File: src/rtl/core/dual_sensor_pid_heater_control_top_assert.svh
// Assertion macros for the dual-sensor PID heater controller.
// Included by the top level; needs no package.
// Each macro expands to a concurrent assertion in simulation and to nothing in synthesis.
`ifndef DUAL_SENSOR_PID_HEATER_CONTROL_TOP_ASSERT_SVH
`define DUAL_SENSOR_PID_HEATER_CONTROL_TOP_ASSERT_SVH

`ifndef SYNTHESIS

// The consequent must hold in the same cycle as the antecedent.
`define DSHC_ASSERT_IMPLIES(lbl, clk, rst_n, ante, cons, msg) \
    lbl: assert property (@(posedge clk) disable iff (!rst_n) (ante) |-> (cons)) \
        else $error(msg);

// The consequent must hold in the cycle after the antecedent.
`define DSHC_ASSERT_NEXT(lbl, clk, rst_n, ante, cons, msg) \
    lbl: assert property (@(posedge clk) disable iff (!rst_n) (ante) |=> (cons)) \
        else $error(msg);

`else

`define DSHC_ASSERT_IMPLIES(lbl, clk, rst_n, ante, cons, msg)

`define DSHC_ASSERT_NEXT(lbl, clk, rst_n, ante, cons, msg)

`endif

`endif

File: src/rtl/core/dshc_pkg.sv
// Shared types and constants of the dual-sensor PID heater controller.
// Used by the controller, the datapath and the top level; depends on nothing.
package dshc_pkg;

    // Field and datapath widths.
    localparam int TEMP_W      = 16;
    localparam int CFG_TEMP_W  = 13;
    localparam int GAIN_W      = 16;
    localparam int STEP_W      = 16;
    localparam int WORK_W      = 14;  // working temperature, 1/32 C
    localparam int ERR_W       = 15;
    localparam int DIFF_W      = 16;
    localparam int INTEG_W     = 21;
    localparam int ACC_FULL_W  = 32;
    localparam int MUL_A_W     = 38;
    localparam int MUL_B_W     = 18;
    localparam int PROD_W      = 56;
    localparam int CFG_IDX_W   = 3;
    localparam int CFG_DATA_W  = 16;
    localparam int IN_TDATA_W  = 40;
    localparam int OUT_TDATA_W = 8;

    // Valid sensor window, -100 C to 150 C in 1/16 C.
    localparam logic signed [TEMP_W-1:0] TEMP_MIN = -16'sd1600;
    localparam logic signed [TEMP_W-1:0] TEMP_MAX = 16'sd2400;

    // Integral clamp, +-100 C*s in units of 2^-13 C*s.
    localparam logic signed [ACC_FULL_W-1:0] INTEG_LIMIT = 32'sd819200;

    // Register reset values.
    localparam logic [CFG_TEMP_W-1:0] TARGET_RST  = 13'd320;
    localparam logic [CFG_TEMP_W-1:0] UPPER_RST   = 13'd640;
    localparam logic [CFG_TEMP_W-1:0] ENABLE_RST  = 13'd240;
    localparam logic [CFG_TEMP_W-1:0] DISABLE_RST = 13'd560;
    localparam logic [GAIN_W-1:0]     GAIN_RST    = 16'd256;
    localparam logic [STEP_W-1:0]     STEP_RST    = 16'd256;

    // Manual command heater codes.
    localparam logic [1:0] HTR_ONE = 2'd0;
    localparam logic [1:0] HTR_TWO = 2'd1;

    typedef enum logic [CFG_IDX_W-1:0] {
        CFG_TARGET_TEMP   = 3'd0,
        CFG_UPPER_LIMIT   = 3'd1,
        CFG_ENABLE_BELOW  = 3'd2,
        CFG_DISABLE_ABOVE = 3'd3,
        CFG_GAIN_P        = 3'd4,
        CFG_GAIN_I        = 3'd5,
        CFG_GAIN_D        = 3'd6,
        CFG_STEP_TIME     = 3'd7
    } t_cfg_idx;

    typedef enum logic [1:0] {
        SRC_NONE = 2'd0,
        SRC_AVG  = 2'd1,
        SRC_A    = 2'd2,
        SRC_B    = 2'd3
    } t_source;

    typedef enum logic [1:0] {
        CASE_MANUAL,
        CASE_NO_SENSOR,
        CASE_OVER_LIMIT,
        CASE_PID
    } t_case;

    typedef enum logic [2:0] {
        MUL_ERR_DT,
        MUL_GAIN_P,
        MUL_ACC_DT,
        MUL_GAIN_I,
        MUL_GAIN_D
    } t_mul_sel;

    typedef enum logic [1:0] {
        SUM_HOLD,
        SUM_LOAD_P,
        SUM_ADD_I,
        SUM_ADD_D
    } t_sum_op;

    typedef enum logic [3:0] {
        S_IDLE,
        S_EVAL,
        S_M_ERR,
        S_M_GP,
        S_M_ACC,
        S_M_GI,
        S_M_GD,
        S_SUM_D,
        S_COMMIT
    } t_state;

    // Commands from the controller to the datapath.
    typedef struct packed {
        logic     capture;
        logic     eval;
        logic     mul_en;
        t_mul_sel mul_sel;
        logic     acc_load;
        t_sum_op  sum_op;
        logic     commit;
    } t_dp_cmd;

    // Status from the datapath to the controller.
    typedef struct packed {
        logic run_pid;
    } t_dp_sts;

    // Result beat, last field in the lowest bit.
    typedef struct packed {
        logic    demand_positive;
        logic    bad_heater;
        logic    heaters_changed;
        logic    shutdown;
        t_source temp_source;
        logic    heater_two_on;
        logic    heater_one_on;
    } t_result;

endpackage

File: src/rtl/core/dual_sensor_pid_heater_control_top.sv
// Top level of the dual-sensor PID heater controller; instantiates dshc_ctrl and dshc_dp.
// Depends on dshc_pkg and the assertion macro header.
// Each input beat is a sample pair or a manual heater command, and each gives exactly one
// result beat. A sample pair passes through capture, evaluation, the multiplier steps, the
// final sum and the commit; a manual command or a shutdown case goes from evaluation straight
// to the commit. A new beat is accepted only once the last one is committed. The single shared
// 38x18 signed multiplier forms the five products of a control step one after another (error
// times step time, proportional gain, integral times step time, integral gain, derivative gain).
// A finished result waits in an output register while the next beat is accepted; a step that
// finishes while that register is still full waits until it is taken. Configuration writes are
// accepted in every cycle and must only be issued while the block is idle.
`include "dual_sensor_pid_heater_control_top_assert.svh"

module dual_sensor_pid_heater_control_top (
    input  logic                                  i_clk,
    input  logic                                  i_rst_n,
    // Input beats.
    input  logic                                  i_s_axis_tvalid,
    output logic                                  o_s_axis_tready,
    // tdata from bit 0: temp_a[15:0], temp_b[31:16], heater_select[33:32],
    // heater_enable[34], zero fill [39:35].
    input  logic [dshc_pkg::IN_TDATA_W-1:0]       i_s_axis_tdata,
    // tuser: kind (0 sample pair, 1 manual heater command).
    input  logic                                  i_s_axis_tuser,
    // Result beats.
    output logic                                  o_m_axis_tvalid,
    input  logic                                  i_m_axis_tready,
    // tdata from bit 0: heater_one_on[0], heater_two_on[1], temp_source[3:2], shutdown[4],
    // heaters_changed[5], bad_heater[6], demand_positive[7].
    output logic [dshc_pkg::OUT_TDATA_W-1:0]      o_m_axis_tdata,
    // Configuration writes.
    input  logic                                  i_cfg_valid,
    output logic                                  o_cfg_ready,
    input  logic [dshc_pkg::CFG_IDX_W-1:0]        i_cfg_index,
    input  logic [dshc_pkg::CFG_DATA_W-1:0]       i_cfg_data
);
    import dshc_pkg::*;

    t_dp_cmd w_cmd;
    t_dp_sts w_sts;
    t_result w_res;
    logic    w_cfg_we;

    // Registers are always ready to take a write.
    assign o_cfg_ready = 1'b1;
    assign w_cfg_we    = i_cfg_valid && o_cfg_ready;

    dshc_ctrl u_ctrl (
        .i_clk       (i_clk),
        .i_rst_n     (i_rst_n),
        .i_in_valid  (i_s_axis_tvalid),
        .o_in_ready  (o_s_axis_tready),
        .o_out_valid (o_m_axis_tvalid),
        .i_out_ready (i_m_axis_tready),
        .i_sts       (w_sts),
        .o_cmd       (w_cmd)
    );

    dshc_dp u_dp (
        .i_clk           (i_clk),
        .i_rst_n         (i_rst_n),
        .i_cfg_we        (w_cfg_we),
        .i_cfg_index     (i_cfg_index),
        .i_cfg_data      (i_cfg_data),
        .i_kind          (i_s_axis_tuser),
        .i_temp_a        (i_s_axis_tdata[15:0]),
        .i_temp_b        (i_s_axis_tdata[31:16]),
        .i_heater_select (i_s_axis_tdata[33:32]),
        .i_heater_enable (i_s_axis_tdata[34]),
        .i_cmd           (w_cmd),
        .o_sts           (w_sts),
        .o_result        (w_res)
    );

    assign o_m_axis_tdata = w_res;

    // Once a beat is taken, the block is busy with it.
    `DSHC_ASSERT_NEXT(a_busy_after_accept, i_clk, i_rst_n, i_s_axis_tvalid && o_s_axis_tready, !o_s_axis_tready, "input accepted while a beat was still in work")

    // A commit never overwrites a result that has not been taken.
    `DSHC_ASSERT_IMPLIES(a_no_overwrite, i_clk, i_rst_n, w_cmd.commit, !o_m_axis_tvalid || i_m_axis_tready, "pending result overwritten")

    // Every commit shows a result in the next cycle.
    `DSHC_ASSERT_NEXT(a_result_after_commit, i_clk, i_rst_n, w_cmd.commit, o_m_axis_tvalid, "commit did not raise the result valid")

    // A rejected manual command touches none of the control-step flags.
    `DSHC_ASSERT_IMPLIES(a_bad_heater_quiet, i_clk, i_rst_n, o_m_axis_tvalid && w_res.bad_heater, !w_res.shutdown && !w_res.heaters_changed && !w_res.demand_positive && (w_res.temp_source == SRC_NONE), "bad heater result carries control-step flags")

endmodule

File: src/rtl/core/dshc_ctrl.sv
// Sequencer of the dual-sensor PID heater controller.
// Depends on dshc_pkg; drives the datapath through t_dp_cmd and owns both handshakes.
module dshc_ctrl (
    input  logic              i_clk,
    input  logic              i_rst_n,
    input  logic              i_in_valid,
    output logic              o_in_ready,
    output logic              o_out_valid,
    input  logic              i_out_ready,
    input  dshc_pkg::t_dp_sts i_sts,
    output dshc_pkg::t_dp_cmd o_cmd
);
    import dshc_pkg::*;

    t_state r_state, n_state;
    logic   r_out_valid, n_out_valid;

    // State and result-valid registers.
    always_ff @(posedge i_clk) begin
        if (!i_rst_n) begin
            r_state     <= S_IDLE;
            r_out_valid <= 1'b0;
        end else begin
            r_state     <= n_state;
            r_out_valid <= n_out_valid;
        end
    end

    // Next state and datapath commands.
    always_comb begin
        n_state    = r_state;
        o_cmd      = '0;
        o_in_ready = 1'b0;
        unique case (r_state)
            S_IDLE: begin
                o_in_ready = 1'b1;
                if (i_in_valid) begin
                    o_cmd.capture = 1'b1;
                    n_state       = S_EVAL;
                end
            end
            S_EVAL: begin
                o_cmd.eval = 1'b1;
                n_state    = i_sts.run_pid ? S_M_ERR : S_COMMIT;
            end
            S_M_ERR: begin
                o_cmd.mul_en  = 1'b1;
                o_cmd.mul_sel = MUL_ERR_DT;
                n_state       = S_M_GP;
            end
            S_M_GP: begin
                o_cmd.acc_load = 1'b1;
                o_cmd.mul_en   = 1'b1;
                o_cmd.mul_sel  = MUL_GAIN_P;
                n_state        = S_M_ACC;
            end
            S_M_ACC: begin
                o_cmd.sum_op  = SUM_LOAD_P;
                o_cmd.mul_en  = 1'b1;
                o_cmd.mul_sel = MUL_ACC_DT;
                n_state       = S_M_GI;
            end
            S_M_GI: begin
                o_cmd.mul_en  = 1'b1;
                o_cmd.mul_sel = MUL_GAIN_I;
                n_state       = S_M_GD;
            end
            S_M_GD: begin
                o_cmd.sum_op  = SUM_ADD_I;
                o_cmd.mul_en  = 1'b1;
                o_cmd.mul_sel = MUL_GAIN_D;
                n_state       = S_SUM_D;
            end
            S_SUM_D: begin
                o_cmd.sum_op = SUM_ADD_D;
                n_state      = S_COMMIT;
            end
            S_COMMIT: begin
                // Wait until the result register is free.
                if (!r_out_valid || i_out_ready) begin
                    o_cmd.commit = 1'b1;
                    n_state      = S_IDLE;
                end
            end
            default: n_state = S_IDLE;
        endcase
    end

    // A pending result clears when taken and sets on commit.
    always_comb begin
        n_out_valid = r_out_valid;
        if (r_out_valid && i_out_ready) begin
            n_out_valid = 1'b0;
        end
        if (o_cmd.commit) begin
            n_out_valid = 1'b1;
        end
    end

    assign o_out_valid = r_out_valid;

endmodule

File: src/rtl/core/dshc_dp.sv
// Datapath of the dual-sensor PID heater controller: registers, sensor selection,
// one shared signed multiplier, integral clamp and heater decision. Depends on dshc_pkg.
module dshc_dp (
    input  logic                                i_clk,
    input  logic                                i_rst_n,
    input  logic                                i_cfg_we,
    input  logic [dshc_pkg::CFG_IDX_W-1:0]      i_cfg_index,
    input  logic [dshc_pkg::CFG_DATA_W-1:0]     i_cfg_data,
    input  logic                                i_kind,
    input  logic [dshc_pkg::TEMP_W-1:0]         i_temp_a,
    input  logic [dshc_pkg::TEMP_W-1:0]         i_temp_b,
    input  logic [1:0]                          i_heater_select,
    input  logic                                i_heater_enable,
    input  dshc_pkg::t_dp_cmd                   i_cmd,
    output dshc_pkg::t_dp_sts                   o_sts,
    output dshc_pkg::t_result                   o_result
);
    import dshc_pkg::*;

    // Configuration registers.
    logic signed [CFG_TEMP_W-1:0] r_target_temp, r_upper_limit, r_enable_below, r_disable_above;
    logic signed [GAIN_W-1:0]     r_gain_p, r_gain_i, r_gain_d;
    logic [STEP_W-1:0]            r_step_time;

    // Captured input beat.
    logic                     r_kind;
    logic signed [TEMP_W-1:0] r_temp_a, r_temp_b;
    logic [1:0]               r_heater_select;
    logic                     r_heater_enable;

    // Loop state.
    logic signed [INTEG_W-1:0] r_integ, n_integ;
    logic signed [ERR_W-1:0]   r_last_err, n_last_err;
    logic                      r_heater1, n_heater1, r_heater2, n_heater2;

    // Evaluated sample.
    logic signed [WORK_W-1:0] r_temp;
    logic signed [ERR_W-1:0]  r_err;
    logic signed [DIFF_W-1:0] r_diff;
    t_source                  r_source;
    t_case                    r_case;

    // Arithmetic registers.
    logic signed [PROD_W-1:0]  r_prod;
    logic signed [INTEG_W-1:0] r_acc;
    logic signed [PROD_W-1:0]  r_sum;
    t_result                   r_result, n_result;

    // Combinational signals.
    logic                       w_va, w_vb;
    logic signed [TEMP_W:0]     w_pair_sum;
    logic signed [WORK_W-1:0]   w_temp;
    t_source                    w_source;
    logic signed [WORK_W-1:0]   w_target2, w_upper2, w_enable2, w_disable2;
    logic                       w_over;
    logic signed [ERR_W-1:0]    w_err;
    logic signed [DIFF_W-1:0]   w_diff;
    t_case                      w_case;
    logic signed [STEP_W:0]     w_dt;
    logic signed [MUL_A_W-1:0]  w_mul_a;
    logic signed [MUL_B_W-1:0]  w_mul_b;
    logic signed [PROD_W-1:0]   w_mul_p;
    logic signed [ACC_FULL_W-1:0] w_acc_full;
    logic signed [INTEG_W-1:0]  w_acc_clamp;
    logic                       w_demand;
    logic                       w_next;

    // Configuration writes.
    always_ff @(posedge i_clk) begin
        if (!i_rst_n) begin
            r_target_temp   <= TARGET_RST;
            r_upper_limit   <= UPPER_RST;
            r_enable_below  <= ENABLE_RST;
            r_disable_above <= DISABLE_RST;
            r_gain_p        <= GAIN_RST;
            r_gain_i        <= GAIN_RST;
            r_gain_d        <= GAIN_RST;
            r_step_time     <= STEP_RST;
        end else if (i_cfg_we) begin
            unique case (t_cfg_idx'(i_cfg_index))
                CFG_TARGET_TEMP:   r_target_temp   <= i_cfg_data[CFG_TEMP_W-1:0];
                CFG_UPPER_LIMIT:   r_upper_limit   <= i_cfg_data[CFG_TEMP_W-1:0];
                CFG_ENABLE_BELOW:  r_enable_below  <= i_cfg_data[CFG_TEMP_W-1:0];
                CFG_DISABLE_ABOVE: r_disable_above <= i_cfg_data[CFG_TEMP_W-1:0];
                CFG_GAIN_P:        r_gain_p        <= i_cfg_data[GAIN_W-1:0];
                CFG_GAIN_I:        r_gain_i        <= i_cfg_data[GAIN_W-1:0];
                CFG_GAIN_D:        r_gain_d        <= i_cfg_data[GAIN_W-1:0];
                CFG_STEP_TIME:     r_step_time     <= i_cfg_data[STEP_W-1:0];
            endcase
        end
    end

    // Input capture on the accepted beat.
    always_ff @(posedge i_clk) begin
        if (i_cmd.capture) begin
            r_kind          <= i_kind;
            r_temp_a        <= i_temp_a;
            r_temp_b        <= i_temp_b;
            r_heater_select <= i_heater_select;
            r_heater_enable <= i_heater_enable;
        end
    end

    // Sensor validity and working temperature in 1/32 C.
    assign w_va       = (r_temp_a >= TEMP_MIN) && (r_temp_a <= TEMP_MAX);
    assign w_vb       = (r_temp_b >= TEMP_MIN) && (r_temp_b <= TEMP_MAX);
    assign w_pair_sum = (TEMP_W+1)'(r_temp_a) + (TEMP_W+1)'(r_temp_b);

    always_comb begin
        case ({w_va, w_vb})
            2'b11: begin
                w_temp   = w_pair_sum[WORK_W-1:0];
                w_source = SRC_AVG;
            end
            2'b10: begin
                w_temp   = {r_temp_a[WORK_W-2:0], 1'b0};
                w_source = SRC_A;
            end
            2'b01: begin
                w_temp   = {r_temp_b[WORK_W-2:0], 1'b0};
                w_source = SRC_B;
            end
            default: begin
                w_temp   = '0;
                w_source = SRC_NONE;
            end
        endcase
    end

    // Thresholds scaled to 1/32 C, error and its change.
    assign w_target2  = {r_target_temp, 1'b0};
    assign w_upper2   = {r_upper_limit, 1'b0};
    assign w_enable2  = {r_enable_below, 1'b0};
    assign w_disable2 = {r_disable_above, 1'b0};
    assign w_over     = (w_temp >= w_upper2);
    assign w_err      = ERR_W'(w_target2) - ERR_W'(w_temp);
    assign w_diff     = DIFF_W'(w_err) - DIFF_W'(r_last_err);

    // Classify the beat.
    always_comb begin
        if (r_kind) begin
            w_case = CASE_MANUAL;
        end else if (!w_va && !w_vb) begin
            w_case = CASE_NO_SENSOR;
        end else if (w_over) begin
            w_case = CASE_OVER_LIMIT;
        end else begin
            w_case = CASE_PID;
        end
    end

    assign o_sts.run_pid = (w_case == CASE_PID);

    always_ff @(posedge i_clk) begin
        if (i_cmd.eval) begin
            r_temp   <= w_temp;
            r_err    <= w_err;
            r_diff   <= w_diff;
            r_source <= w_source;
            r_case   <= w_case;
        end
    end

    // A step time of zero counts as one.
    assign w_dt = {1'b0, (r_step_time == '0) ? STEP_W'(1) : r_step_time};

    // Shared multiplier operand selection.
    always_comb begin
        case (i_cmd.mul_sel)
            MUL_ERR_DT: begin
                w_mul_a = MUL_A_W'(r_err);
                w_mul_b = MUL_B_W'(w_dt);
            end
            MUL_GAIN_P: begin
                w_mul_a = MUL_A_W'($signed(r_prod[30:0]));
                w_mul_b = MUL_B_W'(r_gain_p);
            end
            MUL_ACC_DT: begin
                w_mul_a = MUL_A_W'(r_acc);
                w_mul_b = MUL_B_W'(w_dt);
            end
            MUL_GAIN_I: begin
                w_mul_a = $signed(r_prod[MUL_A_W-1:0]);
                w_mul_b = MUL_B_W'(r_gain_i);
            end
            MUL_GAIN_D: begin
                w_mul_a = MUL_A_W'(r_diff);
                w_mul_b = MUL_B_W'(r_gain_d);
            end
            default: begin
                w_mul_a = '0;
                w_mul_b = '0;
            end
        endcase
    end

    assign w_mul_p = w_mul_a * w_mul_b;

    always_ff @(posedge i_clk) begin
        if (i_cmd.mul_en) begin
            r_prod <= w_mul_p;
        end
    end

    // New integral from error times step time, clamped to the limit.
    assign w_acc_full = ACC_FULL_W'(r_integ) + ACC_FULL_W'($signed(r_prod[30:0]));

    always_comb begin
        if (w_acc_full > INTEG_LIMIT) begin
            w_acc_clamp = INTEG_LIMIT[INTEG_W-1:0];
        end else if (w_acc_full < -INTEG_LIMIT) begin
            w_acc_clamp = INTEG_W'(-INTEG_LIMIT);
        end else begin
            w_acc_clamp = w_acc_full[INTEG_W-1:0];
        end
    end

    always_ff @(posedge i_clk) begin
        if (i_cmd.acc_load) begin
            r_acc <= w_acc_clamp;
        end
    end

    // Scaled PID sum: P term shifted by 8, I term as is, D term shifted by 16.
    always_ff @(posedge i_clk) begin
        case (i_cmd.sum_op)
            SUM_LOAD_P: r_sum <= {r_prod[PROD_W-9:0], 8'h00};
            SUM_ADD_I:  r_sum <= r_sum + r_prod;
            SUM_ADD_D:  r_sum <= r_sum + {r_prod[PROD_W-17:0], 16'h0000};
            default:    r_sum <= r_sum;
        endcase
    end

    assign w_demand = (r_sum > 0);

    // Heater decision with hysteresis.
    always_comb begin
        if (w_demand && (r_temp < w_enable2)) begin
            w_next = 1'b1;
        end else if (!w_demand || (r_temp > w_disable2)) begin
            w_next = 1'b0;
        end else begin
            w_next = r_heater1;
        end
    end

    // Loop state update and result for the finished item.
    always_comb begin
        n_heater1  = r_heater1;
        n_heater2  = r_heater2;
        n_integ    = r_integ;
        n_last_err = r_last_err;
        n_result   = '0;
        case (r_case)
            CASE_MANUAL: begin
                case (r_heater_select)
                    HTR_ONE: n_heater1 = r_heater_enable;
                    HTR_TWO: n_heater2 = r_heater_enable;
                    default: n_result.bad_heater = 1'b1;
                endcase
            end
            CASE_NO_SENSOR: begin
                n_heater1                = 1'b0;
                n_heater2                = 1'b0;
                n_integ                  = '0;
                n_last_err               = '0;
                n_result.shutdown        = 1'b1;
                n_result.heaters_changed = 1'b1;
            end
            CASE_OVER_LIMIT: begin
                n_result.shutdown    = 1'b1;
                n_result.temp_source = r_source;
                if (r_heater1 || r_heater2) begin
                    n_heater1                = 1'b0;
                    n_heater2                = 1'b0;
                    n_integ                  = '0;
                    n_last_err               = '0;
                    n_result.heaters_changed = 1'b1;
                end
            end
            default: begin
                n_result.temp_source     = r_source;
                n_result.demand_positive = w_demand;
                n_integ                  = r_acc;
                n_last_err               = r_err;
                if ((w_next != r_heater1) || (w_next != r_heater2)) begin
                    n_heater1                = w_next;
                    n_heater2                = w_next;
                    n_result.heaters_changed = 1'b1;
                end
            end
        endcase
        n_result.heater_one_on = n_heater1;
        n_result.heater_two_on = n_heater2;
    end

    always_ff @(posedge i_clk) begin
        if (!i_rst_n) begin
            r_heater1  <= 1'b0;
            r_heater2  <= 1'b0;
            r_integ    <= '0;
            r_last_err <= '0;
        end else if (i_cmd.commit) begin
            r_heater1  <= n_heater1;
            r_heater2  <= n_heater2;
            r_integ    <= n_integ;
            r_last_err <= n_last_err;
        end
    end

    always_ff @(posedge i_clk) begin
        if (i_cmd.commit) begin
            r_result <= n_result;
        end
    end

    assign o_result = r_result;

endmodule
File: config.mk
export PLATFORM = sky130hd
export DESIGN_NAME = dual_sensor_pid_heater_control_top
export DESIGN_NICKNAME = d
export VERILOG_FILES = /design/src/rtl/core/dshc_pkg.sv /design/src/rtl/core/dual_sensor_pid_heater_control_top.sv /design/src/rtl/core/dshc_ctrl.sv /design/src/rtl/core/dshc_dp.sv
export VERILOG_INCLUDE_DIRS = /design/src /design/src/rtl/core
export SDC_FILE = /design/constraint.sdc
export NUM_CORES = 2
export LEC_CHECK = 0
export ABC_AREA = 1
export BUFFER_PORTS_ARGS = -buffer_cell sky130_fd_sc_hd__buf_2
export CORE_MARGIN = 2
export CORE_UTILIZATION = 30
export CTS_BUF_LIST = sky130_fd_sc_hd__clkbuf_16
export DETAILED_ROUTE_END_ITERATION = 16
export PLACE_DENSITY = 0.55
export SYNTH_ARGS = -nofsm -noshare
export SYNTH_HDL_FRONTEND = slang
export SYNTH_SLANG_ARGS = --single-unit
File: constraint.sdc
create_clock -name i_clk -period 7.7 [get_ports i_clk]
set_input_delay 1.54 -clock i_clk [delete_from_list [all_inputs] [get_ports i_clk]]
set_output_delay 1.54 -clock i_clk [all_outputs]
set_load 0.02 [all_outputs]
==> flow_summary.yaml <==
status:
  outcome: "finished clean"
critical_path:
  start_kind: "flop"
  path_common_cell: "inv_1"
  crit_buf_inv: 15
  crit_arrival_ns: 7.81
  cp_num_cells: 35
  worstPathRequired_ns: 8.04
  worstSetupPathType: "reg -> reg"
  slowest_delay_ns: 0.53
  cp-end-kind: "flop"
  cpMaxStageDelayCell: "fa_1"
  crit_family: "adder cells"
  reg2reg_depth: 35
  cp_max_fo: 8
global_route:
  antenna_found_initial: 7
  gr-max-usage-layer: "met2"
  grt_use_met1_pct: 27.6
  grt_pass1_vias: 46061
  grt_pass1_wl_um: 271000
  track_usage_pct: 20.0
  gr-usage-met2_pct: 33.0
  grt_max_degree: 117
  grt_overflow_total: 0
  use_met3_pct: 2.00
routing:
  firstDrtPassIters: 6
  ant_nets: 0
  vias_per_cell: 4.81
  drc: 0
  wl_per_cell_um: 18.5
  finalWirelength_um: 176000
  num_vias: 45818
  drt-initial-drc-count: 3459
sta:
  finalCriticalPeriod_ns: 7.47
  post-route-period-util_pct: 97.0
  skew_ns: 0.0506
  setup_viol: 0
  whs_ns: 0.455
  max_freq_mhz: 134
  worstMarginPinSlew_ns: 1.04
  slew_headroom_pct: 30.6
  slew_violations: 0
  rsz0062_at_grt: "true"
  final-hold-violation-count: 0
synth:
  yosysWarnings: 0
  syn_nets: 7907
  synth_commonest_cells: "nand2_1, inv_1, fa_1"
  yosys-top-cells-area: "fa_1, edfxtp_1, nand2_1, inv_1, ha_1"
  seq_area_frac_synth_pct: 19.4
  mappedNetlistArea_um2: 51300
  synthCells: 6838
  async_flop_share_pct: 0
  yosysMostFrequentCell: "nand2_1"
  syn_area_per_cell_um2: 7.50
  synth_top_area_share_pct: 25.6
  ys_ff_latch: 384
  synth_cell_types: 64
  synth_edf_count: 225
  ys.flop_type: "edfxtp_1"
  yosysTopAreaCell: "fa_1"
floorplanning:
  die_w_um: 417
  pin_count: 76
  core_area_um2: 170000
  rows: 151
  initial_core_util_pct: 30.2
  die_height_um: 417
  dieArea_um2: 174000
flow_run:
  maxCapViolations: 0
final_layout:
  syn2layout_area_growth_pct: 17.1
  drive_above_1_share_pct: 11.7
  fin_nets: 8342
  final_cells: 9532
clock_network:
  clk_pin_slew_ns: 0.07
  cts_sinks: 384
  clk_latency_ns: 0.64
  root_buffer: "clkbuf_16"
  cts_tree: "yes"
  h-tree-depth: 2
  clockBufferDepth: 3
  numCtsBuffers: 46
power_and_ir_drop:
  p_leak_nw: 29.9
  vdd_drop_max_mv: 0.180
  powerDensity_nw_per_um2: 273
placed_design:
  portBuffers: 69
  routabilityCongestion: 1.01
  placed_cells: 9422
  hpwl_um: 147000
hold_path:
  hold_depth: 2
  hold_path.class: "reg -> reg"
-- worst register-to-register path: cells and delay by family, from the launching register on --
kind | cells | cell delay, ns
compound gates | 6 | 1.24
xor+xnor | 1 | 0.12
fa+ha+maj | 7 | 3.34
buf+inv | 15 | 1.41
flops | 1 | 0.32
simple gates | 6 | 0.76
-- power breakdown --
| part | switching (mW) | leakage [nW] | internal, mW |
|---|---|---|---|
| logic | 6.66 | 25.7 | 4.29 |
| clock network | 1.02 | 0.795 | 1.35 |
| registers | 0.386 | 3.38 | 2.70 |
-- repair_timing --
action,4_1_cts,5_1_grt
setup buffers,0,18
endpoints found under the setup margin,9,34
resized for setup,11,129
hold buffers,0,0
cloned,0,3
pin swaps,2,22
-- per-layer routing --
metal | routed length (um) | vias to the layer above | part of all wire (%)
met5 | 27 | - | 0.015
met2 | 81400 | 1217 | 46
li1 | - | 21961 | -
met3 | 9270 | 228 | 5.3
met4 | 5780 | 4 | 3.3
met1 | 80000 | 22408 | 45
-- sequential cells by signal (all words and copies together) (netlist names), 16 cells and up --
register / count
u_dp.r_gain_i: 16
u_dp.r_temp_a: 16
u_dp.r_temp_b: 16
u_dp.r_prod: 56
u_dp.r_integ: 21
u_dp.r_sum: 56
u_dp.r_acc: 21
u_dp.r_diff: 16
u_dp.r_gain_d: 16
u_dp.r_gain_p: 16
u_dp.r_step_time: 16
-- final cells by class --
class                   count  area (um^2)
well taps                2218         2780
diodes                      3         7.51
clock inverters            40          442
repair buffers            580         4710
flip-flops and latches    384         9940
multi-input cells        4677        35100
clock buffers              46         1150
inverters                1584         5970
fillers                 17883       110000
-- cells by family after synthesis --
kind of cell	count (synthesis)	synth area share, %
AO/OA/AOI/OAI	969	10.8
XOR/XNOR	109	1.86
adder cells (fa/ha/maj)	1004	34.1
buffers and inverters	1777	13.3
flip-flops	384	19.4
other	1	0.00731
AND/OR/NAND/NOR	2594	20.6
-- stage by stage --
| stage | setup WS, ns | instance area (um^2) | power (mW) | TNS, ns | util (%) |
|---|---|---|---|---|---|
| floorplan | 0.552 | 51300 | 8.89 | 0 | - |
| global placement | -0.118 | 57700 | 13.5 | -0.172 | 34.0 |
| detailed placement | -0.0696 | 57700 | 13.5 | -0.112 | 34.0 |
| CTS | 0.0182 | 59300 | 16.0 | 0 | 35.0 |
| global route | -0.0556 | 60100 | 17.6 | -0.254 | 35.4 |
| finish | 0.233 | 60100 | 16.4 | 0 | 35.4 |
-- cells in the final DEF (no fill, tap or decap), types with 28 or more instances in the layout --
cell       Yosys  layout
fa_1         656     654
inv_1       1538    1534
xor2_1        60      59
buf_4          5     465
xnor2_1       49      47
dfxtp_1      159     158
nand2_1     1589    1582
inv_2         33      36
ha_1         348     338
buf_12         0      36
nor2_1       592     583
buf_2         89      69
a31oi_1       57      46
o21ai_0      316     304
nor3_1        43      40
nand4_1       57      57
a21oi_1      383     371
nor4_1        30      28
clkbuf_16      0      49
nand3_1      191     188
edfxtp_1     225     225
-- worst paths after layout --
check                endpoint  slack [ns]               from
max           u_dp.r_prod[51]        0.23  u_ctrl.r_state[2]
min reg2reg  u_dp.r_gain_p[0]        0.46   u_dp.r_gain_p[0]
max reg2reg   u_dp.r_prod[51]        0.23  u_ctrl.r_state[2]
min          u_dp.r_gain_p[0]        0.46   u_dp.r_gain_p[0]
Power figures use the tool's default switching activity.
